--- src/rtl/core/lnkt_pkg.sv ---
`timescale 1ns / 1ps
// ----------------------------------------------------------------------------
// lnkt_pkg: shared types and constants of the keyboard tone generator
// Item and result layouts, default sizes and the half period table.
// ----------------------------------------------------------------------------
package lnkt_pkg;

  localparam int NUM_KEYS_DEF     = 25;
  localparam int STACK_DEPTH_DEF  = 32;
  localparam int NUM_OCTAVES_DEF  = 5;
  localparam int PERIOD_WIDTH_DEF = 16;

  localparam int KEY_FIELD_W = 25;
  localparam int KEY_W       = 5;
  localparam int HP_FIELD_W  = 16;
  localparam int OCT_W       = 3;
  localparam int TDATA_W     = 32;

  localparam int TBL_ROWS   = 5;
  localparam int TBL_COLS   = 13;
  localparam int TBL_ROW_W  = 3;
  localparam int TBL_COL_W  = 4;
  localparam int TBL_VAL_W  = 16;
  localparam int KEY_MAX    = 24;
  localparam int COL_SPLIT  = 12;

  localparam int QUEUE_DEPTH = 2;

  typedef struct packed {
    logic [KEY_FIELD_W-1:0] keys;
    logic                   octave_down;
    logic                   octave_up;
    logic                   scan;
  } lnkt_item_t;

  // first member lands in the top bits: speaker_level ends up at bit 0
  typedef struct packed {
    logic                  push_dropped;
    logic [OCT_W-1:0]      octave_now;
    logic [HP_FIELD_W-1:0] half_period_ticks;
    logic [KEY_W-1:0]      sounding_key;
    logic                  tone_active;
    logic                  speaker_level;
  } lnkt_result_t;

  localparam int IN_PAD_W  = TDATA_W - KEY_FIELD_W - 2;
  localparam int OUT_PAD_W = TDATA_W - $bits(lnkt_result_t);

  localparam logic [TBL_VAL_W-1:0] HALF_TABLE [TBL_ROWS][TBL_COLS] = '{
    '{16'd15288, 16'd14430, 16'd13620, 16'd12857, 16'd12134, 16'd11453, 16'd10811,
      16'd10204, 16'd9631, 16'd9091, 16'd8581, 16'd8099, 16'd7645},
    '{16'd7645, 16'd7215, 16'd6811, 16'd6428, 16'd6068, 16'd5727, 16'd5405,
      16'd5102, 16'd4816, 16'd4545, 16'd4290, 16'd4049, 16'd3822},
    '{16'd3822, 16'd3608, 16'd3405, 16'd3214, 16'd3034, 16'd2863, 16'd2703,
      16'd2551, 16'd2408, 16'd2272, 16'd2145, 16'd2025, 16'd1911},
    '{16'd1911, 16'd1804, 16'd1703, 16'd1607, 16'd1517, 16'd1432, 16'd1351,
      16'd1275, 16'd1204, 16'd1136, 16'd1073, 16'd1012, 16'd955},
    '{16'd955, 16'd902, 16'd851, 16'd803, 16'd758, 16'd716, 16'd676,
      16'd638, 16'd602, 16'd568, 16'd536, 16'd506, 16'd477}
  };

endpackage

--- src/rtl/core/last_note_keyboard_tone_generator_unit.sv ---
`timescale 1ns / 1ps
// A scan tick first walks the keys; every tick then pops released keys off the stack top,
// picks the half period and steps the wave into the result register.
// The back end takes one tick at a time, a new one only from its idle state; the key walk
// goes one key per cycle and the pop loop reads the stack top and then checks it per pop.
// A two-entry queue and the result register let intake and output stall on their own.
// Reset: stack empty, key flags clear, octave 2, wave low; stack memory is not cleared.
// ----------------------------------------------------------------------------
// last_note_keyboard_tone_generator_unit: last-note keyboard square tone
// Top level: packs the stream ports, queue front end and stack back end.
// ----------------------------------------------------------------------------
module last_note_keyboard_tone_generator_unit #(
  parameter int NUM_KEYS     = lnkt_pkg::NUM_KEYS_DEF,
  parameter int STACK_DEPTH  = lnkt_pkg::STACK_DEPTH_DEF,
  parameter int NUM_OCTAVES  = lnkt_pkg::NUM_OCTAVES_DEF,
  parameter int PERIOD_WIDTH = lnkt_pkg::PERIOD_WIDTH_DEF
) (
  input  logic                          clk,
  input  logic                          rst_n,
  input  logic                          in_tvalid,
  output logic                          in_tready,
  // [24:0] key_pressed, [25] octave_down, [26] octave_up, [31:27] zero
  input  logic [lnkt_pkg::TDATA_W-1:0]  in_tdata,
  // [0] scan_strobe
  input  logic                          in_tuser,
  output logic                          out_tvalid,
  input  logic                          out_tready,
  // [0] speaker_level, [1] tone_active, [6:2] sounding_key,
  // [22:7] half_period_ticks, [25:23] octave_now, [26] push_dropped, [31:27] zero
  output logic [lnkt_pkg::TDATA_W-1:0]  out_tdata
);

  lnkt_pkg::lnkt_item_t   in_item;
  lnkt_pkg::lnkt_item_t   q_item;
  logic                   q_valid, q_ready;
  lnkt_pkg::lnkt_result_t res_data;

  always_comb begin
    in_item.keys        = in_tdata[lnkt_pkg::KEY_FIELD_W-1:0];
    in_item.octave_down = in_tdata[lnkt_pkg::KEY_FIELD_W];
    in_item.octave_up   = in_tdata[lnkt_pkg::KEY_FIELD_W+1];
    in_item.scan        = in_tuser;
  end

  lnkt_front u_front (
    .clk      (clk),
    .rst_n    (rst_n),
    .in_valid (in_tvalid),
    .in_ready (in_tready),
    .in_item  (in_item),
    .q_valid  (q_valid),
    .q_ready  (q_ready),
    .q_item   (q_item)
  );

  lnkt_back #(
    .NUM_KEYS     (NUM_KEYS),
    .STACK_DEPTH  (STACK_DEPTH),
    .NUM_OCTAVES  (NUM_OCTAVES),
    .PERIOD_WIDTH (PERIOD_WIDTH)
  ) u_back (
    .clk       (clk),
    .rst_n     (rst_n),
    .q_valid   (q_valid),
    .q_ready   (q_ready),
    .q_item    (q_item),
    .res_valid (out_tvalid),
    .res_ready (out_tready),
    .res_data  (res_data)
  );

  assign out_tdata = {{lnkt_pkg::OUT_PAD_W{1'b0}}, res_data};

endmodule

--- src/rtl/core/lnkt_front.sv ---
`timescale 1ns / 1ps
// ----------------------------------------------------------------------------
// lnkt_front: tick intake and request queue
// Accepts ticks, drops octave buttons on ticks without a scan, and holds
// them in a short queue for the back end.
// ----------------------------------------------------------------------------
module lnkt_front (
  input  logic                clk,
  input  logic                rst_n,
  input  logic                in_valid,
  output logic                in_ready,
  input  lnkt_pkg::lnkt_item_t in_item,
  output logic                q_valid,
  input  logic                q_ready,
  output lnkt_pkg::lnkt_item_t q_item
);

  localparam int PTR_W = $clog2(lnkt_pkg::QUEUE_DEPTH);
  localparam int CNT_W = $clog2(lnkt_pkg::QUEUE_DEPTH + 1);

  lnkt_pkg::lnkt_item_t q_mem_r [lnkt_pkg::QUEUE_DEPTH];
  logic [PTR_W-1:0] wr_ptr_r, wr_ptr_nxt;
  logic [PTR_W-1:0] rd_ptr_r, rd_ptr_nxt;
  logic [CNT_W-1:0] cnt_r, cnt_nxt;
  logic             push, pop;
  lnkt_pkg::lnkt_item_t item_cls;

  assign in_ready = (cnt_r != CNT_W'(lnkt_pkg::QUEUE_DEPTH));
  assign q_valid  = (cnt_r != '0);
  assign q_item   = q_mem_r[rd_ptr_r];
  assign push     = in_valid & in_ready;
  assign pop      = q_valid & q_ready;

  always_comb begin
    item_cls             = in_item;
    // octave buttons count only on scan ticks
    item_cls.octave_down = in_item.octave_down & in_item.scan;
    item_cls.octave_up   = in_item.octave_up & in_item.scan;
  end

  always_comb begin
    wr_ptr_nxt = wr_ptr_r;
    rd_ptr_nxt = rd_ptr_r;
    cnt_nxt    = cnt_r;
    if (push) begin
      wr_ptr_nxt = (wr_ptr_r == PTR_W'(lnkt_pkg::QUEUE_DEPTH - 1)) ? '0 : wr_ptr_r + 1'b1;
    end
    if (pop) begin
      rd_ptr_nxt = (rd_ptr_r == PTR_W'(lnkt_pkg::QUEUE_DEPTH - 1)) ? '0 : rd_ptr_r + 1'b1;
    end
    if (push && !pop) begin
      cnt_nxt = cnt_r + 1'b1;
    end else if (pop && !push) begin
      cnt_nxt = cnt_r - 1'b1;
    end
  end

  always_ff @(posedge clk) begin
    if (!rst_n) begin
      wr_ptr_r <= '0;
      rd_ptr_r <= '0;
      cnt_r    <= '0;
    end else begin
      wr_ptr_r <= wr_ptr_nxt;
      rd_ptr_r <= rd_ptr_nxt;
      cnt_r    <= cnt_nxt;
    end
  end

  always_ff @(posedge clk) begin
    if (push) begin
      q_mem_r[wr_ptr_r] <= item_cls;
    end
  end

endmodule

--- src/rtl/core/lnkt_back.sv ---
`timescale 1ns / 1ps
// ----------------------------------------------------------------------------
// lnkt_back: key stack sequencer and square wave generator
// Walks scan keys one per cycle, pops released keys (stack read, then check),
// picks the half period and steps the wave into the result register.
// ----------------------------------------------------------------------------
module lnkt_back #(
  parameter int NUM_KEYS     = lnkt_pkg::NUM_KEYS_DEF,
  parameter int STACK_DEPTH  = lnkt_pkg::STACK_DEPTH_DEF,
  parameter int NUM_OCTAVES  = lnkt_pkg::NUM_OCTAVES_DEF,
  parameter int PERIOD_WIDTH = lnkt_pkg::PERIOD_WIDTH_DEF
) (
  input  logic                  clk,
  input  logic                  rst_n,
  input  logic                  q_valid,
  output logic                  q_ready,
  input  lnkt_pkg::lnkt_item_t  q_item,
  output logic                  res_valid,
  input  logic                  res_ready,
  output lnkt_pkg::lnkt_result_t res_data
);

  localparam int KIDX_W = (NUM_KEYS > 1) ? $clog2(NUM_KEYS) : 1;
  localparam int ADDR_W = $clog2(STACK_DEPTH);
  localparam int CNT_W  = $clog2(STACK_DEPTH + 1);
  localparam int CMP_W  = (PERIOD_WIDTH > lnkt_pkg::TBL_VAL_W) ? PERIOD_WIDTH
                                                               : lnkt_pkg::TBL_VAL_W;
  localparam logic [CMP_W-1:0] HP_MAX = CMP_W'((64'd1 << PERIOD_WIDTH) - 64'd1);
  localparam logic [lnkt_pkg::OCT_W-1:0] OCT_RST  = lnkt_pkg::OCT_W'(2 % NUM_OCTAVES);
  localparam logic [lnkt_pkg::OCT_W-1:0] OCT_LAST = lnkt_pkg::OCT_W'(NUM_OCTAVES - 1);

  localparam logic [2:0] S_IDLE  = 3'd0;
  localparam logic [2:0] S_SCAN  = 3'd1;
  localparam logic [2:0] S_RDTOP = 3'd2;
  localparam logic [2:0] S_CHK   = 3'd3;
  localparam logic [2:0] S_HP    = 3'd4;
  localparam logic [2:0] S_OUT   = 3'd5;

  logic [2:0]                    state_r, state_nxt;
  logic [KIDX_W-1:0]             kidx_r, kidx_nxt;
  logic [NUM_KEYS-1:0]           wkeys_r, wkeys_nxt;
  logic                          wdn_r, wdn_nxt;
  logic                          wup_r, wup_nxt;
  logic [NUM_KEYS-1:0]           flags_r, flags_nxt;
  logic [CNT_W-1:0]              count_r, count_nxt;
  logic [lnkt_pkg::OCT_W-1:0]    oct_r, oct_nxt;
  logic [PERIOD_WIDTH-1:0]       wave_cnt_r, wave_cnt_nxt;
  logic                          wave_lvl_r, wave_lvl_nxt;
  logic                          drop_r, drop_nxt;
  logic [lnkt_pkg::KEY_W-1:0]    top_r, top_nxt;
  logic [PERIOD_WIDTH-1:0]       hp_r, hp_nxt;
  logic                          out_valid_r, out_valid_nxt;
  lnkt_pkg::lnkt_result_t        out_data_r, out_data_nxt;

  logic [lnkt_pkg::KEY_W-1:0]    stack_mem [STACK_DEPTH];
  logic [lnkt_pkg::KEY_W-1:0]    rd_data_r;
  logic                          mem_we, mem_re;
  logic [ADDR_W-1:0]             mem_waddr, mem_raddr;
  logic [lnkt_pkg::KEY_W-1:0]    mem_wdata;

  logic [lnkt_pkg::OCT_W-1:0]    oct_dn, oct_up;
  logic                          top_pressed;
  logic                          active;
  logic                          out_free;
  logic [lnkt_pkg::KEY_W-1:0]    col_clamp;
  logic [lnkt_pkg::TBL_COL_W-1:0] col;
  logic [lnkt_pkg::TBL_ROW_W-1:0] row;
  logic [lnkt_pkg::TBL_VAL_W-1:0] tbl_val;
  logic [CMP_W-1:0]              tbl_ext;
  logic [PERIOD_WIDTH-1:0]       hp_pick;
  logic [PERIOD_WIDTH-1:0]       wave_lim;
  logic [PERIOD_WIDTH:0]         wave_inc;

  assign active   = (count_r != '0);
  assign out_free = ~out_valid_r | res_ready;

  // octave buttons: down first, then up
  always_comb begin
    oct_dn = oct_r;
    if (wdn_r) begin
      oct_dn = (oct_r == '0) ? OCT_LAST : oct_r - 1'b1;
    end
    oct_up = oct_dn;
    if (wup_r) begin
      oct_up = (oct_dn >= OCT_LAST) ? '0 : oct_dn + 1'b1;
    end
  end

  always_comb begin
    top_pressed = 1'b0;
    for (int j = 0; j < NUM_KEYS; j++) begin
      if (rd_data_r == lnkt_pkg::KEY_W'(j)) begin
        top_pressed = wkeys_r[j];
      end
    end
  end

  // table lookup: upper keys move to the next row, a row past the table is
  // the last row halved
  always_comb begin
    col_clamp = (top_r > lnkt_pkg::KEY_W'(lnkt_pkg::KEY_MAX))
                ? lnkt_pkg::KEY_W'(lnkt_pkg::KEY_MAX) : top_r;
    if (col_clamp > lnkt_pkg::KEY_W'(lnkt_pkg::COL_SPLIT)) begin
      col = lnkt_pkg::TBL_COL_W'(col_clamp - lnkt_pkg::KEY_W'(lnkt_pkg::COL_SPLIT));
      row = lnkt_pkg::TBL_ROW_W'(oct_r) + 1'b1;
    end else begin
      col = lnkt_pkg::TBL_COL_W'(col_clamp);
      row = lnkt_pkg::TBL_ROW_W'(oct_r);
    end
    if (row >= lnkt_pkg::TBL_ROW_W'(lnkt_pkg::TBL_ROWS)) begin
      tbl_val = lnkt_pkg::HALF_TABLE[lnkt_pkg::TBL_ROW_W'(lnkt_pkg::TBL_ROWS - 1)][col] >> 1;
    end else begin
      tbl_val = lnkt_pkg::HALF_TABLE[row][col];
    end
    tbl_ext = CMP_W'(tbl_val);
    hp_pick = (tbl_ext > HP_MAX) ? HP_MAX[PERIOD_WIDTH-1:0] : tbl_ext[PERIOD_WIDTH-1:0];
  end

  always_comb begin
    wave_lim = (hp_r == '0) ? PERIOD_WIDTH'(1) : hp_r;
    wave_inc = {1'b0, wave_cnt_r} + 1'b1;
  end

  always_comb begin
    state_nxt     = state_r;
    kidx_nxt      = kidx_r;
    wkeys_nxt     = wkeys_r;
    wdn_nxt       = wdn_r;
    wup_nxt       = wup_r;
    flags_nxt     = flags_r;
    count_nxt     = count_r;
    oct_nxt       = oct_r;
    wave_cnt_nxt  = wave_cnt_r;
    wave_lvl_nxt  = wave_lvl_r;
    drop_nxt      = drop_r;
    top_nxt       = top_r;
    hp_nxt        = hp_r;
    out_valid_nxt = out_valid_r & ~res_ready;
    out_data_nxt  = out_data_r;
    q_ready       = 1'b0;
    mem_we        = 1'b0;
    mem_re        = 1'b0;
    mem_waddr     = count_r[ADDR_W-1:0];
    mem_raddr     = ADDR_W'(count_r - 1'b1);
    mem_wdata     = lnkt_pkg::KEY_W'(kidx_r);

    unique case (state_r)
      S_IDLE: begin
        q_ready = 1'b1;
        if (q_valid) begin
          wkeys_nxt = q_item.keys[NUM_KEYS-1:0];
          wdn_nxt   = q_item.octave_down;
          wup_nxt   = q_item.octave_up;
          drop_nxt  = 1'b0;
          kidx_nxt  = '0;
          state_nxt = q_item.scan ? S_SCAN : S_RDTOP;
        end
      end
      S_SCAN: begin
        if (wkeys_r[kidx_r]) begin
          if (!flags_r[kidx_r]) begin
            if (count_r < CNT_W'(STACK_DEPTH)) begin
              mem_we            = 1'b1;
              count_nxt         = count_r + 1'b1;
              flags_nxt[kidx_r] = 1'b1;
            end else begin
              // stack full: drop, flag stays clear so the press retries
              drop_nxt = 1'b1;
            end
          end
        end else begin
          flags_nxt[kidx_r] = 1'b0;
        end
        if (kidx_r == KIDX_W'(NUM_KEYS - 1)) begin
          oct_nxt   = oct_up;
          state_nxt = S_RDTOP;
        end else begin
          kidx_nxt = kidx_r + 1'b1;
        end
      end
      S_RDTOP: begin
        if (active) begin
          mem_re    = 1'b1;
          state_nxt = S_CHK;
        end else begin
          top_nxt   = '0;
          state_nxt = S_HP;
        end
      end
      S_CHK: begin
        if (top_pressed) begin
          top_nxt   = rd_data_r;
          state_nxt = S_HP;
        end else begin
          // pop the released top key
          count_nxt = count_r - 1'b1;
          for (int j = 0; j < NUM_KEYS; j++) begin
            if (rd_data_r == lnkt_pkg::KEY_W'(j)) begin
              flags_nxt[j] = 1'b0;
            end
          end
          state_nxt = S_RDTOP;
        end
      end
      S_HP: begin
        hp_nxt    = active ? hp_pick : '0;
        state_nxt = S_OUT;
      end
      S_OUT: begin
        if (out_free) begin
          if (active) begin
            if (wave_inc >= {1'b0, wave_lim}) begin
              wave_cnt_nxt = '0;
              wave_lvl_nxt = ~wave_lvl_r;
            end else begin
              wave_cnt_nxt = wave_inc[PERIOD_WIDTH-1:0];
            end
          end else begin
            wave_cnt_nxt = '0;
          end
          out_data_nxt.speaker_level     = active ? (wave_inc >= {1'b0, wave_lim}) ^ wave_lvl_r
                                                  : wave_lvl_r;
          out_data_nxt.tone_active       = active;
          out_data_nxt.sounding_key      = top_r;
          out_data_nxt.half_period_ticks = lnkt_pkg::HP_FIELD_W'(hp_r);
          out_data_nxt.octave_now        = oct_r;
          out_data_nxt.push_dropped      = drop_r;
          out_valid_nxt                  = 1'b1;
          state_nxt                      = S_IDLE;
        end
      end
      default: begin
        state_nxt = S_IDLE;
      end
    endcase
  end

  always_ff @(posedge clk) begin
    if (!rst_n) begin
      state_r     <= S_IDLE;
      flags_r     <= '0;
      count_r     <= '0;
      oct_r       <= OCT_RST;
      wave_cnt_r  <= '0;
      wave_lvl_r  <= 1'b0;
      out_valid_r <= 1'b0;
    end else begin
      state_r     <= state_nxt;
      flags_r     <= flags_nxt;
      count_r     <= count_nxt;
      oct_r       <= oct_nxt;
      wave_cnt_r  <= wave_cnt_nxt;
      wave_lvl_r  <= wave_lvl_nxt;
      out_valid_r <= out_valid_nxt;
    end
  end

  always_ff @(posedge clk) begin
    kidx_r     <= kidx_nxt;
    wkeys_r    <= wkeys_nxt;
    wdn_r      <= wdn_nxt;
    wup_r      <= wup_nxt;
    drop_r     <= drop_nxt;
    top_r      <= top_nxt;
    hp_r       <= hp_nxt;
    out_data_r <= out_data_nxt;
  end

  always_ff @(posedge clk) begin
    if (mem_we) begin
      stack_mem[mem_waddr] <= mem_wdata;
    end
    if (mem_re) begin
      rd_data_r <= stack_mem[mem_raddr];
    end
  end

  assign res_valid = out_valid_r;
  assign res_data  = out_data_r;

  a_count_bound: assert property (@(posedge clk) disable iff (!rst_n)
    count_r <= CNT_W'(STACK_DEPTH))
    else $error("stack count beyond depth");

  a_octave_bound: assert property (@(posedge clk) disable iff (!rst_n)
    oct_r <= OCT_LAST)
    else $error("octave index out of range");

  a_check_after_read: assert property (@(posedge clk) disable iff (!rst_n)
    state_r == S_CHK |-> $past(state_r) == S_RDTOP && count_r != '0)
    else $error("top check without a fresh stack read");

  a_idle_result: assert property (@(posedge clk) disable iff (!rst_n)
    out_valid_r && !out_data_r.tone_active |->
      out_data_r.sounding_key == '0 && out_data_r.half_period_ticks == '0)
    else $error("silent result carries a key or period");

  a_scan_exit: assert property (@(posedge clk) disable iff (!rst_n)
    state_r == S_SCAN |=> state_r == S_SCAN || state_r == S_RDTOP)
    else $error("scan left to a wrong state");

endmodule
--- config.mk ---
export PLATFORM = sky130hd
export DESIGN_NAME = last_note_keyboard_tone_generator_unit
export DESIGN_NICKNAME = d
export VERILOG_FILES = /design/src/rtl/core/lnkt_pkg.sv /design/src/rtl/core/last_note_keyboard_tone_generator_unit.sv /design/src/rtl/core/lnkt_front.sv /design/src/rtl/core/lnkt_back.sv
export SDC_FILE = /design/constraint.sdc
export NUM_CORES = 1
export LEC_CHECK = 0
export BUFFER_PORTS_ARGS = -buffer_cell sky130_fd_sc_hd__buf_2
export CAP_MARGIN = 40
export CORE_MARGIN = 1
export CORE_UTILIZATION = 55
export DETAILED_ROUTE_END_ITERATION = 16
export GPL_TIMING_DRIVEN = 0
export PLACE_DENSITY = 0.82
export REMOVE_ABC_BUFFERS = 1
export SKIP_LAST_GASP = 1
export SLEW_MARGIN = 10
export SYNTH_ARGS = -nofsm -noshare
export SYNTH_HDL_FRONTEND = slang
export SYNTH_SLANG_ARGS = --single-unit
--- constraint.sdc ---
create_clock -name clk -period 12.1 [get_ports clk]
set_input_delay 0.605 -clock clk [delete_from_list [all_inputs] [get_ports clk]]
set_output_delay 0.605 -clock clk [all_outputs]
set_load 0.1 [all_outputs]
==> results of run 1 <==
## layout make-up
class	instances	area share, %
clock buffer	46	5.168
inverter	41	0.7771
clock inverter	23	1.251
multi-input combinational	904	34.83
sequential	358	51.27
tap	402	2.540
timing repair buffer	90	4.164
## registers in the layout, summed over array words and instances, names as in the netlist, 5 cells and up, named ones only
register	flops
u_back.stack_mem	160
u_front.q_mem_r	56
u_back.flags_r	25
u_back.res_data	25
u_back.wkeys_r	25
u_back.wave_cnt_r	16
u_back.hp_r	14
u_back.count_r	6
u_back.kidx_r	5
u_back.rd_data_r	5
u_back.top_r	5
## power groups by stage
stage	registers, mW	clock network (mW)	logic (mW)
after global routing	1.73	1.24	1.62
final	1.71	1.18	1.52
after floorplan	1.77	0	0.900
after global placement	1.85	0	1.17
after detailed placement	1.76	0	1.42
after CTS	1.74	1.19	1.43
## cells by family (layout without fill, tap and decap cells)
group | Yosys count | in the layout | synth area share [%]
AO/OA/AOI/OAI | 333 | 333 | 13.12
XOR/XNOR | 28 | 28 | 1.392
adder cells (fa/ha/maj) | 35 | 35 | 2.486
buffers and inverters | 151 | 200 | 3.630
flip-flops | 358 | 358 | 57.63
multiplexers | 114 | 114 | 10.78
other | 2 | 9 | 0.04264
AND/OR/NAND/NOR | 385 | 385 | 10.92
## through the flow
| stage | std cells | area (um2) |
|---|---|---|
| after floorplan | 1303 | 17150 |
| after global placement | 1763 | 17950 |
| after detailed placement | 1791 | 18470 |
| after CTS | 1860 | 19740 |
| after global routing | 1864 | 19800 |
| final | 1864 | 19800 |
## metal layers
layer / wire (um) / global-route usage [%]
met2: 19570 / 41.08
met1: 15850 / 32.97
met3: 3481 / 3.951
met5: 0 / 0
met4: 1630 / 9.763
## worst max-delay path by stage
stage | from | end | slack [ns] | cells after the start
2_1_floorplan | u_back.kidx_r[0] | u_back.flags_r[22] | 7.23 | 7
3_3_place_gp | u_back.kidx_r[0] | u_back.flags_r[22] | 5.30 | 7
3_5_place_dp | u_back.top_r[4] | u_back.hp_r[5] | 7.18 | 13
4_1_cts | u_back.top_r[4] | u_back.hp_r[5] | 7.13 | 13
5_1_grt | u_back.top_r[4] | u_back.hp_r[5] | 6.71 | 13
6_report | u_back.top_r[4] | u_back.hp_r[5] | 6.91 | 13
## critical path, cell delays in order (launching register included)
cell and delay [ns]:
edfxtp_1 0.62, nand2_1 0.21, and2_1 0.14, ha_1 0.16
or3b_2 0.47, a31oi_1 0.42, a21o_1 0.52, clkinv_1 0.46
ha_1 0.61, a211oi_1 0.49, o21a_1 0.34, nand2_1 0.16
nor4_1 0.30, a221o_1 0.14
## cells in the final DEF, fill, tap and decap left out, types with 16 or more instances in the layout
cell	n
xnor2_1	16
ha_1	34
o22ai_1	19
nand4_1	24
buf_2	61
mux2_2	42
nand3_1	32
a31oi_1	26
nor2_1	101
clkbuf_16	40
dfxtp_1	59
a32o_1	27
nor3_1	24
o21ai_0	63
edfxtp_1	298
inv_1	39
mux4_2	56
a21oi_1	74
nand2_1	105
==> results.py, run 1 <==
metrics = {
    "floorplan": {
        "initial_core_util_pct": 55.82,
        "die_h_um": 181.0,
        "die_w_um": 181.0,
        "io_pins": 71,
        "die_area_mm2": 0.03274,
        "num_rows": 65,
        "coreArea_mm2": 0.03156,
    },
    "sta": {
        "finalSetupViolCount": 0,
        "setup_slack_ns": 6.915,
        "hold_viol": 0,
        "drv_slew": 0,
        "fin_skew_ns": 0.01964,
        "post-route-min-period_ns": 5.185,
        "timing.fmax_ghz": 0.1929,
        "whs_ns": 0.2585,
        "fin_tns_setup_ns": 0,
        "relSlewSlack_pct": 30.35,
        "finalCritPeriodShare_pct": 42.85,
        "rsz0062_at_grt": "false",
        "tightest_slew_ns": 1.043,
    },
    "worst_setup_path": {
        "crit_type": "reg -> reg",
        "r2r_slack_ns": 6.91,
        "end_kind": "register",
        "cp.arrival_ns": 5.58,
        "rr_worst_depth": 13,
        "crit-reg2reg-launch": "u_back.top_r[4]",
        "crit_path_start_kind": "register",
        "cp_data_required_time_ns": 12.49,
        "crit_fanout": 18,
        "r2r_end": "u_back.hp_r[5]",
    },
    "yosys": {
        "synth_common_cells": "298 x edfxtp_1, 105 x nand2_1, 102 x nor2_1",
        "synthTopCellsByArea": "edfxtp_1 51%, mux4_2 7.2%, dfxtp_1 6.8%",
        "syn_avg_cell_area_um2": 12.53,
        "synth.cell_area_mm2": 0.01761,
        "ys_async_sr_fraction_pct": 0,
        "yosysWarningCount": 0,
        "synth-edff-count": 298,
        "synthDistinctLibCells": 94,
        "yosys_register_bits": 358,
        "yosys.area.top_type_share_pct": 50.81,
        "ys.flop_type": "edfxtp_1",
        "synth_top_area_cell": "edfxtp_1",
        "synthCells": 1406,
        "yosysSeqAreaShare_pct": 57.63,
        "yosys.cell_count.top_type": "edfxtp_1",
    },
    "final_layout": {
        "regArea_mm2": 0.01015,
        "antenna_cells": 0,
        "fillers": 2307,
        "syn2layout_area_growth_pct": 12.44,
        "multi_input_area_mm2": 0.006898,
        "fin_nets": 1506,
        "final_util_pct": 62.76,
        "drive_gt1_share_pct": 18.88,
    },
    "min_path": {
        "min_path_type": "in -> reg",
        "hold_start": "in_tdata[0]",
        "worstHoldEndpoint": "u_front.q_mem_r[0][3]",
        "hold_depth": 1,
    },
    "placed_design": {
        "port_buffers": 58,
        "post-place-ws_ns": 7.184,
        "finalWeightedCongestion": 0.9224,
        "post-dp-hpwl_um": 26390,
    },
    "global_routing": {
        "grt_pass1_vias": 11930,
        "grt_remaining_overflow": 0,
        "groute.usage.overall_pct": 24.80,
        "grt_max_degree": 39,
        "antenna_found_initial": 0,
        "grt_first_pass_wirelength_um": 64400,
    },
    "cts": {
        "path_clk_slew_ns": 0.06,
        "clk_latency_ns": 0.54,
        "cts.sinks": 358,
        "hold_buffers": 0,
        "cts_made_buffers": 39,
        "clockBufferDepth": 3,
        "postCtsResizedCells": 0,
        "cts_root_buffer": "clkbuf_16",
        "cts_tree": "built",
        "cts_setup_buffers": 0,
        "htree_num_levels": 2,
    },
    "power_and_ir_drop": {
        "power.clock.fraction_pct": 26.8,
        "switchingPower_mw": 1.525,
        "irDropWorstVdd_uv": 160.0,
        "p_leak_nw": 6.703,
        "power_density_mw_per_mm2": 222.6,
        "intPower_mw": 2.884,
        "p_total_mw": 4.409,
        "pwr-share-comb_pct": 34.5,
        "p_seq_share_pct": 38.8,
        "switching_share_pct": 34.60,
    },
    "route": {
        "detail_route.vias_per_cell": 6.673,
        "wl_per_cell_um": 21.75,
        "ant_nets": 0,
        "wl_um": 40540,
        "drt_first_pass_iters": 8,
        "vias": 12440,
        "drc": 0,
        "drt_iter0_drc": 1777,
    },
    "flow_run": {
        "drv_cap": 0,
    },
    "status": {
        "outcome": "finished clean",
    },
}
Note: power is estimated with default switching activity, not from simulation.
==> run 2: changes to the inputs <==
PLACE_DENSITY = 0.85   (was 0.82)
clock period = 4.5 ns   (was 12.1 ns; I/O delays follow)
==> run 2 against run 1 <==
- global-route usage is 1.6 points higher
- via count up 2.5%
- clock-buffer cell count up 3
- die area unchanged
- critical path depth decreased by 5
- critical path type unchanged
==> results.py, run 2 (synthesis gave the netlist of run 1 again) <==
metrics = {
    "route": {
        "drt_first_pass_iters": 5,
        "drc": 0,
        "wl_per_cell_um": 22.86,
        "drt_iter0_drc": 1805,
        "vias": 12750,
        "detail_route.vias_per_cell": 6.733,
        "ant_nets": 0,
        "wl_um": 43270,
    },
    "power_and_ir_drop": {
        "intPower_mw": 7.782,
        "switchingPower_mw": 4.164,
        "power_density_mw_per_mm2": 595.1,
        "switching_share_pct": 34.86,
        "pwr-share-comb_pct": 34.7,
        "p_total_mw": 11.95,
        "p_seq_share_pct": 38.7,
        "power.clock.fraction_pct": 26.6,
        "p_leak_nw": 6.812,
        "irDropWorstVdd_uv": 403.5,
    },
    "min_path": {
        "hold_depth": 2,
        "min_path_type": "in -> reg",
    },
    "final_layout": {
        "syn2layout_area_growth_pct": 13.97,
        "antenna_cells": 0,
        "mostFrequentLayoutCell": "edfxtp_1",
        "layout_common_cells": "298 x edfxtp_1, 105 x nand2_1, 94 x nor2_1",
        "reg_top3": "u_back.stack_mem (160), u_front.q_mem_r (56)",
        "top_register": "u_back.stack_mem",
        "largest_register_ffs": 160,
        "stdcell_area_mm2": 0.02007,
        "fin_nets": 1536,
        "drive_gt1_share_pct": 19.79,
        "final_util_pct": 63.62,
    },
    "cts": {
        "path_clk_slew_ns": 0.06,
        "clk_latency_ns": 0.52,
        "cts.sinks": 358,
        "clockBufferDepth": 3,
        "cts_tree": "built",
        "htree_num_levels": 2,
        "cts_made_buffers": 37,
        "cts_root_buffer": "clkbuf_16",
    },
    "floorplan": {
        "io_pins": 71,
        "die_area_mm2": 0.03274,
        "die_h_um": 181.0,
        "die_w_um": 181.0,
        "initial_core_util_pct": 55.82,
        "coreArea_mm2": 0.03156,
        "num_rows": 65,
    },
    "worst_setup_path": {
        "end_kind": "register",
        "max_stage_delay_ns": 0.96,
        "cp_data_required_time_ns": 4.65,
        "crit_buf_inv": 1,
        "crit_path_start_kind": "register",
        "crit_fanout": 19,
        "cp_num_cells": 8,
        "slowest_stage": "edfxtp_1",
        "crit_family": "simple AND/OR/NAND/NOR gates",
        "cp.arrival_ns": 4.51,
        "r2r_end": "u_back.stack_mem[18][0]",
        "crit_type": "reg -> reg",
        "rr_worst_depth": 8,
        "cp-startpoint": "u_back.kidx_r[2]",
        "path_cells": "nor3_1 > buf_2 > a22o_1 > or4b_1 > or2_0 > nor3_4 > nand2_1 > nor2_1",
        "crit-reg2reg-launch": "u_back.kidx_r[2]",
        "endpoint": "u_back.stack_mem[18][0]",
        "r2r_slack_ns": 0.14,
    },
    "sta": {
        "rsz0062_at_grt": "false",
        "finalCritPeriodShare_pct": 96.97,
        "fin_skew_ns": 0.01586,
        "relSlewSlack_pct": 31.52,
        "drv_slew": 0,
        "hold_viol": 0,
        "finalSetupViolCount": 0,
        "timing.fmax_ghz": 0.2292,
        "post-route-min-period_ns": 4.364,
        "tightest_slew_ns": 1.025,
    },
    "placed_design": {
        "finalWeightedCongestion": 0.9219,
        "port_buffers": 58,
        "dpl_cell_area_mm2": 0.01845,
        "post-dp-hpwl_um": 27080,
    },
    "global_routing": {
        "groute.usage.overall_pct": 26.36,
        "grt_remaining_overflow": 0,
        "grt_pass1_vias": 12460,
        "grt_max_degree": 37,
        "grt_first_pass_wirelength_um": 68290,
        "antenna_found_initial": 0,
    },
    "flow_run": {
        "drv_cap": 0,
    },
    "status": {
        "outcome": "finished clean",
    },
}
[run 2: cell count changes in the layout (fill, tap and decap cells not counted), sizes merged]
cell	previous run	this run
buf	90	96
clkbuf	46	49
clkinv	16	8
clkinvlp	2	3
dlygate4sd3	0	26
inv	42	43
[run 2: cell type report]
type / count / area [um2]
tap: 402 / 503.0
inverter: 41 / 157.7
clock buffer: 49 / 1065
sequential: 358 / 10150
multi-input combinational: 904 / 6928
clock inverter: 17 / 205.2
fill: 2224 / 11480
timing repair buffer: 122 / 1062
[run 2: routing by layer]
layer  GRT usage, %  routed length [um]
met5              0                   0
met1          34.12               16510
met3          4.233                3837
met4          8.746                1497
met2          45.39               21430
[run 2: worst min path at each step]
stage	from	slack, ns	end
6_report	in_tdata[25]	0.03	u_front.q_mem_r[0][2]
5_1_grt	in_tdata[25]	0.03	u_front.q_mem_r[0][2]
4_1_cts	in_tdata[25]	0.02	u_front.q_mem_r[0][2]
3_5_place_dp	u_back.drop_r	0.41	u_back.res_data[26]
3_3_place_gp	u_back.drop_r	0.41	u_back.res_data[26]
2_1_floorplan	rst_n	0.31	u_back.oct_r[1]
[run 2: repair_timing]
| item | CTS | global route |
|---|---|---|
| setup endpoints to repair | 161 | 133 |
| gates cloned | 0 | 0 |
| setup buffers | 1 | 7 |
| hold buffers | 26 | 0 |
| hold endpoints to repair | 52 | 0 |
| resized for setup | 3 | 9 |
[run 2: power groups by stage]
stage | clock [mW] | combinational, mW | sequential [mW]
after floorplan | 0 | 2.42 | 4.75
after global placement | 0 | 3.16 | 4.97
after detailed placement | 0 | 3.85 | 4.73
after CTS | 3.20 | 3.95 | 4.65
after global routing | 3.34 | 4.39 | 4.66
final | 3.18 | 4.14 | 4.63
[run 2: through the flow]
step | hold slack, ns | worst slack, ns | setup TNS [ns] | instances
after floorplan | 0.3139 | -0.3726 | -17.72 | 1303
after global placement | 0.4077 | -2.174 | -379.27 | 1763
after detailed placement | 0.4108 | -0.3136 | -5.125 | 1793
after CTS | 0.02074 | -0.005413 | -0.005413 | 1886
after global routing | 0.02877 | 0.004436 | 0 | 1893
final | 0.02819 | 0.1364 | 0 | 1893
